### src/hw/rtl/iee_pkg.sv
// shared types, constants and the direction code table of the input edge event recorder
package iee_pkg;

	localparam int AXIS_W   = 16;
	localparam int MASK_W   = 10;
	localparam int DIR_W    = 4;
	localparam int BTN_N    = 6;
	localparam int ID_W     = 4;
	localparam int EVT_MAX  = 7;
	localparam int EVT_CW   = 3;
	localparam int PACK_N   = 10;
	localparam int PACK_W   = PACK_N * ID_W;
	localparam int LEN_W    = 4;
	localparam int IN_W     = 8 * AXIS_W;
	localparam int OUT_W    = 64;

	localparam logic [ID_W-1:0] BTN_ID_BASE = 4'd8;

	typedef struct packed {
		logic [EVT_CW-1:0]            count;
		logic [EVT_MAX-1:0][ID_W-1:0] ids;
	} evt_t;

	typedef struct packed {
		logic            hit;
		logic [ID_W-1:0] id;
	} dir_hit_t;

	// direction code to event id, hit clear for codes that are not events
	function automatic dir_hit_t dir_lookup(input logic [DIR_W-1:0] code);
		dir_hit_t r;
		r.hit = 1'b1;
		unique case (code)
			4'd5:    r.id = 4'd4;
			4'd1:    r.id = 4'd0;
			4'd9:    r.id = 4'd5;
			4'd4:    r.id = 4'd2;
			4'd8:    r.id = 4'd3;
			4'd6:    r.id = 4'd7;
			4'd2:    r.id = 4'd1;
			4'd10:   r.id = 4'd6;
			default: begin
				r.hit = 1'b0;
				r.id  = '0;
			end
		endcase
		return r;
	endfunction

endpackage

### src/hw/rtl/iee_decode.sv
// pressed mask from the raw frame and in-order list of newly entered events
module iee_decode (
	input  logic [iee_pkg::IN_W-1:0]   frame,
	input  logic [iee_pkg::MASK_W-1:0] prev_mask,
	input  logic                       record_enable,
	output logic [iee_pkg::MASK_W-1:0] mask,
	output iee_pkg::evt_t              evt
);

	logic [7:0][iee_pkg::AXIS_W-1:0] val;
	logic [7:0]                      neg;
	logic [7:0]                      pos;
	iee_pkg::dir_hit_t               dir_now;
	logic [iee_pkg::EVT_CW-1:0]      cnt;

	assign val = frame;

	always_comb begin
		for (int k = 0; k < 8; k++) begin
			neg[k] = val[k][iee_pkg::AXIS_W-1];
			pos[k] = (val[k] != '0) && !val[k][iee_pkg::AXIS_W-1];
		end
		mask[0] = neg[0];
		mask[1] = pos[0];
		mask[2] = neg[1];
		mask[3] = pos[1];
		for (int b = 0; b < iee_pkg::BTN_N; b++) begin
			mask[iee_pkg::DIR_W+b] = pos[2+b];
		end
	end

	assign dir_now = iee_pkg::dir_lookup(mask[iee_pkg::DIR_W-1:0]);

	// direction event first, then buttons in order, packed from slot 0
	always_comb begin
		cnt     = '0;
		evt.ids = '0;
		if (dir_now.hit && (prev_mask[iee_pkg::DIR_W-1:0] != mask[iee_pkg::DIR_W-1:0])) begin
			evt.ids[cnt] = dir_now.id;
			cnt          = cnt + 3'd1;
		end
		for (int b = 0; b < iee_pkg::BTN_N; b++) begin
			if (mask[iee_pkg::DIR_W+b] && !prev_mask[iee_pkg::DIR_W+b]) begin
				evt.ids[cnt] = iee_pkg::BTN_ID_BASE + iee_pkg::ID_W'(b);
				cnt          = cnt + 3'd1;
			end
		end
		evt.count = record_enable ? cnt : '0;
	end

endmodule

### src/hw/rtl/iee_history.sv
// event history kept oldest first, appended per beat, packed for output
module iee_history #(
	parameter int HISTORY_DEPTH = 10
) (
	input  logic                       clk,
	input  logic                       arst_n,
	input  logic                       advance,
	input  iee_pkg::evt_t              evt,
	output logic [iee_pkg::PACK_W-1:0] history_packed,
	output logic [iee_pkg::LEN_W-1:0]  history_length
);

	localparam int CNT_W  = $clog2(HISTORY_DEPTH + 1);
	localparam int SUM_W  = $clog2(HISTORY_DEPTH + 8);
	localparam int IDX_W  = (HISTORY_DEPTH > 1) ? $clog2(HISTORY_DEPTH) : 1;
	localparam int PACK_D = (HISTORY_DEPTH < iee_pkg::PACK_N) ? HISTORY_DEPTH : iee_pkg::PACK_N;

	logic [HISTORY_DEPTH-1:0][iee_pkg::ID_W-1:0] hist_q;
	logic [HISTORY_DEPTH-1:0][iee_pkg::ID_W-1:0] hist_nxt;
	logic [CNT_W-1:0]                            cnt_q;
	logic [CNT_W-1:0]                            cnt_nxt;
	logic [SUM_W-1:0]                            total;
	logic [SUM_W-1:0]                            drop;
	logic [SUM_W-1:0]                            pos;
	logic [SUM_W-1:0]                            ev_pos;

	assign total = SUM_W'(cnt_q) + SUM_W'(evt.count);

	// oldest entries fall off the front when the history overflows
	always_comb begin
		drop    = '0;
		cnt_nxt = CNT_W'(total);
		if (total > SUM_W'(HISTORY_DEPTH)) begin
			drop    = total - SUM_W'(HISTORY_DEPTH);
			cnt_nxt = CNT_W'(HISTORY_DEPTH);
		end
	end

	always_comb begin
		pos    = '0;
		ev_pos = '0;
		for (int i = 0; i < HISTORY_DEPTH; i++) begin
			pos    = SUM_W'(i) + drop;
			ev_pos = pos - SUM_W'(cnt_q);
			if (pos < SUM_W'(cnt_q)) begin
				hist_nxt[i] = hist_q[pos[IDX_W-1:0]];
			end else begin
				hist_nxt[i] = evt.ids[ev_pos[iee_pkg::EVT_CW-1:0]];
			end
		end
	end

	always_comb begin
		history_packed = '0;
		for (int i = 0; i < PACK_D; i++) begin
			if (CNT_W'(i) < cnt_nxt) begin
				history_packed[i*iee_pkg::ID_W +: iee_pkg::ID_W] = hist_nxt[i];
			end
		end
	end

	assign history_length = iee_pkg::LEN_W'(cnt_nxt);

	always_ff @(posedge clk or negedge arst_n) begin
		if (!arst_n) begin
			cnt_q <= '0;
		end else if (advance) begin
			cnt_q <= cnt_nxt;
		end
	end

	always_ff @(posedge clk) begin
		if (advance) begin
			hist_q <= hist_nxt;
		end
	end

endmodule

### src/hw/rtl/input_edge_event_recorder.sv
// top level: input register, edge decode, history update and result register
// pipeline: two register stages, the input register and then the result register that drives m_axis_tvalid
// throughput: one beat per cycle while m_axis_tready is high, set by the single decode and history update stage
// while a result waits for m_axis_tready the input register still takes one more beat
// reset clears record_enable, the previous mask, the history length and both valid flags
module input_edge_event_recorder #(
	parameter int HISTORY_DEPTH = 10
) (
	input  logic                      clk,
	input  logic                      arst_n,
	input  logic                      cfg_we,
	input  logic                      cfg_wdata,
	input  logic                      s_axis_tvalid,
	output logic                      s_axis_tready,
	// axis_vertical, axis_horizontal, button_a, button_b, button_c, button_d,
	// button_change, button_special, 16 bits each
	input  logic [iee_pkg::IN_W-1:0]  s_axis_tdata,
	output logic                      m_axis_tvalid,
	input  logic                      m_axis_tready,
	// pressed_mask, history_packed, history_length, new_event_count, zero pad
	output logic [iee_pkg::OUT_W-1:0] m_axis_tdata
);

	localparam int RES_W = iee_pkg::MASK_W + iee_pkg::PACK_W + iee_pkg::LEN_W + iee_pkg::EVT_CW;

	logic                       record_enable_q;
	logic                       valid_s1;
	logic [iee_pkg::IN_W-1:0]   frame_s1;
	logic [iee_pkg::MASK_W-1:0] prev_mask_q;
	logic                       out_valid_q;
	logic [RES_W-1:0]           result_q;
	logic                       advance;
	logic                       in_beat;
	logic [iee_pkg::MASK_W-1:0] mask;
	iee_pkg::evt_t              evt;
	logic [iee_pkg::PACK_W-1:0] history_packed;
	logic [iee_pkg::LEN_W-1:0]  history_length;

	assign advance       = valid_s1 && (!out_valid_q || m_axis_tready);
	assign s_axis_tready = !valid_s1 || advance;
	assign in_beat       = s_axis_tvalid && s_axis_tready;

	iee_decode u_decode (
		.frame         (frame_s1),
		.prev_mask     (prev_mask_q),
		.record_enable (record_enable_q),
		.mask          (mask),
		.evt           (evt)
	);

	iee_history #(
		.HISTORY_DEPTH (HISTORY_DEPTH)
	) u_history (
		.clk            (clk),
		.arst_n         (arst_n),
		.advance        (advance),
		.evt            (evt),
		.history_packed (history_packed),
		.history_length (history_length)
	);

	always_ff @(posedge clk or negedge arst_n) begin
		if (!arst_n) begin
			record_enable_q <= 1'b0;
			valid_s1        <= 1'b0;
			out_valid_q     <= 1'b0;
			prev_mask_q     <= '0;
		end else begin
			if (cfg_we) begin
				record_enable_q <= cfg_wdata;
			end
			if (in_beat) begin
				valid_s1 <= 1'b1;
			end else if (advance) begin
				valid_s1 <= 1'b0;
			end
			if (advance) begin
				out_valid_q <= 1'b1;
				prev_mask_q <= mask;
			end else if (m_axis_tready) begin
				out_valid_q <= 1'b0;
			end
		end
	end

	always_ff @(posedge clk) begin
		if (in_beat) begin
			frame_s1 <= s_axis_tdata;
		end
		if (advance) begin
			result_q <= {evt.count, history_length, history_packed, mask};
		end
	end

	assign m_axis_tvalid = out_valid_q;
	assign m_axis_tdata  = iee_pkg::OUT_W'(result_q);

endmodule

### config.mk
export PLATFORM = sky130hd
export DESIGN_NAME = input_edge_event_recorder
export DESIGN_NICKNAME = d
export VERILOG_FILES = /design/src/hw/rtl/iee_pkg.sv /design/src/hw/rtl/iee_decode.sv /design/src/hw/rtl/iee_history.sv /design/src/hw/rtl/input_edge_event_recorder.sv
export SDC_FILE = /design/constraint.sdc
export NUM_CORES = 1
export LEC_CHECK = 0
export BUFFER_PORTS_ARGS = -buffer_cell sky130_fd_sc_hd__buf_2
export CORE_MARGIN = 2
export CORE_UTILIZATION = 43
export DETAILED_ROUTE_END_ITERATION = 16
export PLACE_DENSITY = 0.74
export SYNTH_ARGS = -nofsm -noshare
export SYNTH_HDL_FRONTEND = slang
export SYNTH_HIERARCHICAL = 1
export SYNTH_SLANG_ARGS = --single-unit
export TNS_END_PERCENT = 1
### constraint.sdc
create_clock -name clk -period 10.1 [get_ports clk]
set_input_delay 0.505 -clock clk [delete_from_list [all_inputs] [get_ports clk]]
set_output_delay 0.505 -clock clk [all_outputs]
set_load 0.005 [all_outputs]
==> impl_metrics.yaml <==
route:
  firstDrtPassIters: 6
  avgViaCountPerCell: 6.10
  post-route-drc-count: 0
  finalWirelength_um: 42200
  drt_iter0_markers: 1072
  wl_met2_um: 19800
  top_layer: "met4"
  wl_met1_um: 16800
  antenna_left: 0
  dr_wl_met3_um: 3800
  wire_per_inst_um: 21.8
  num_vias: 11800
yosys:
  synthFlopType: "edfxtp_1"
  async_reset_ff_frac: 0.0702
  syn-mean-instance-area_um2: 11.7
  ys_ff_latch: 242
  synth_cells: 1274
  synth-edff-count: 225
  synth_seq_area_share: 0.483
  yosys_warnings: 6
  synth.distinct_cells: 100
  synthesis.area_um2: 14900
timing:
  hold_viol: 0
  setup_violations: 0
  timing.final.crit_period_ns: 9.60
  relSlewSlack: 0.342
  setup_tns_ns: 0
  drv_slew: 0
  finalClockSkew_ns: 0.00833
  fin_crit_sh: 0.951
  worstMarginPinSlew_ns: 0.980
  fmax_mhz: 104
setup_path:
  crit_top_cell: "ha_1"
  cp_max_fo: 46
  cp_slowest_stage_delay_ns: 0.77
  critical_path.slowest_cell: "fa_2"
  crit_required_ns: 10.40
  endpoint_kind: "flip-flop"
  startpoint_type: "flip-flop"
  critPathBufInv: 5
  criticalPathCategory: "flip-flop to flip-flop"
  critical-path-top-delay-family: "adder cells"
  cp.arrival_ns: 9.90
final_layout:
  multi_input_area_um2: 7340
  drive_above_1_share: 0.285
  num_antenna_cells: 0
  fin_area_um2: 17300
  area.growth.synth_to_final_pct: 16.5
  regArea_um2: 7180
  layout.nets: 1639
  nFillCells: 2985
grt:
  grt_pass1_wl_um: 64100
  grt_pass1_vias: 11300
  grt_use_total: 0.230
  antenna_found_initial: 0
  globalRouteOverflowTotal: 0
  grt_max_degree: 77
floorplanning:
  die_area_um2: 36100
  pin_count: 200
  die_x_um: 190
  core_um2: 34300
  row_count: 68
  die_y_um: 190
  start_util: 0.434
run_status:
  status: "finished clean"
cts:
  cts.path.max_buffers: 3
  clk_latency_ns: 0.57
  root_buffer: "clkbuf_16"
  cts_buffers: 27
  path_clk_slew_ns: 0.06
  cts_tree: "done"
  htree_levels: 1
  cts.sinks: 242
placement:
  dpl-instance-area_um2: 16300
  gp_congestion: 0.979
  port_buffers: 192
  dp_hpwl_um: 31700
hold_path:
  hp-class: "input pin to flip-flop"
run:
  drv_cap: 0
==> final timing paths <==
check                      cells past startpoint         startpoint        endpoint  slack [ns]
max in group asynchronous                      2             arst_n  prev_mask_q[2]        9.29
min                                            1  s_axis_tdata[111]   frame_s1[111]        0.11
max                                           32       frame_s1[16]    result_q[47]        0.50
min in group asynchronous                      2             arst_n   m_axis_tvalid        0.45
min reg2reg                                    1     prev_mask_q[9]  prev_mask_q[9]        0.51
max reg2reg                                   32       frame_s1[16]    result_q[47]        0.50
==> synth_stat cells (30+ instances only) <==
cell type,number,area share
nor4_1,44,0.019
edfxtp_1,225,0.45
ha_1,45,0.038
a211oi_1,32,0.016
nor2_1,60,0.015
o21ai_0,39,0.013
mux2i_1,69,0.046
inv_1,37,0.0093
a21oi_1,45,0.015
mux2_2,30,0.023
nand2_1,90,0.023
nand3_1,49,0.016
nor3_1,38,0.013
==> state kept, by name, summed over array words and instances, names as in the netlist <==
register	flops
frame_s1	128
m_axis_tvalid	1
prev_mask_q	10
record_enable_q	1
result_q	57
u_history/cnt_q	4
u_history/hist_q	40
valid_s1	1
==> per-stage QoR <==
| stage | setup WS [ns] | hold slack (ns) | cells | util |
|---|---|---|---|---|
| 2_1_floorplan | 0.226 | 0.209 | 1280 | - |
| 3_3_place_gp | -0.0892 | 0.488 | 1878 | 0.474 |
| 3_5_place_dp | -0.393 | 0.490 | 1878 | 0.474 |
| 4_1_cts | 0.0677 | 0.0920 | 1930 | 0.501 |
| 5_1_grt | -0.0142 | 0.0978 | 1931 | 0.505 |
| 6_report | 0.500 | 0.111 | 1931 | 0.505 |
==> worst register-to-register path, delay by kind of cell (launching register included) <==
kind	cells	cell delay [ns]
flip-flops	1	0.36
AO/OA/AOI/OAI	5	1.35
buffers and inverters	5	0.71
AND/OR/NAND/NOR	8	1.69
XOR/XNOR	2	0.53
adder cells (fa/ha/maj)	8	3.43
multiplexers	4	1.24
==> metal layers <==
metal	track usage	vias up
met5	0	-
met4	0.0897	0
met3	0.0485	103
met2	0.382	624
met1	0.295	5673
li1	-	5382
==> cell type report <==
type,count,share of cell area
Sequential cell,242,0.415
Clock inverter,19,0.0116
Tap cell,455,0.0329
Timing Repair Buffer,220,0.0680
Inverter,45,0.00989
Multi-Input combinational cell,919,0.423
Clock buffer,31,0.0399
==> cell usage in the layout (no fill, tap or decap), types with 27 or more instances in the layout <==
| cell | count |
|---|---|
| nor2_1 | 60 |
| a211oi_1 | 31 |
| nand3_1 | 49 |
| mux2_2 | 30 |
| clkbuf_16 | 27 |
| edfxtp_1 | 225 |
| nor4_1 | 37 |
| nor3_1 | 38 |
| ha_1 | 43 |
| o21ai_0 | 39 |
| buf_2 | 192 |
| mux2i_1 | 66 |
| inv_1 | 36 |
| nand2_1 | 90 |
| a21oi_1 | 44 |
==> kinds of logic (layout without fill, tap and decap cells) <==
| kind of cell | Yosys count | in the layout | share of synthesized area |
|---|---|---|---|
| mux | 134 | 134 | 0.115 |
| fa+ha+maj | 50 | 50 | 0.0446 |
| compound gates | 297 | 297 | 0.153 |
| buf+inv | 119 | 315 | 0.0361 |
| flops | 242 | 242 | 0.483 |
| simple gates | 396 | 396 | 0.140 |
| xor+xnor | 35 | 35 | 0.0278 |
| other cells | 1 | 7 | 0.000252 |
==> what timing repair did <==
item / 4_1_cts / 5_1_grt
setup buffers: 1 / 1
gates cloned: 0 / 0
pin swaps: 1 / 1
hold buffers: 1 / 0
setup endpoints to repair: 56 / 62
resized for setup: 4 / 24
endpoints found under the hold margin: 17 / 0
Power is left out: the tool's default activity adds up to more than one toggle a clock period on the data nets, which glitch-free logic cannot reach.
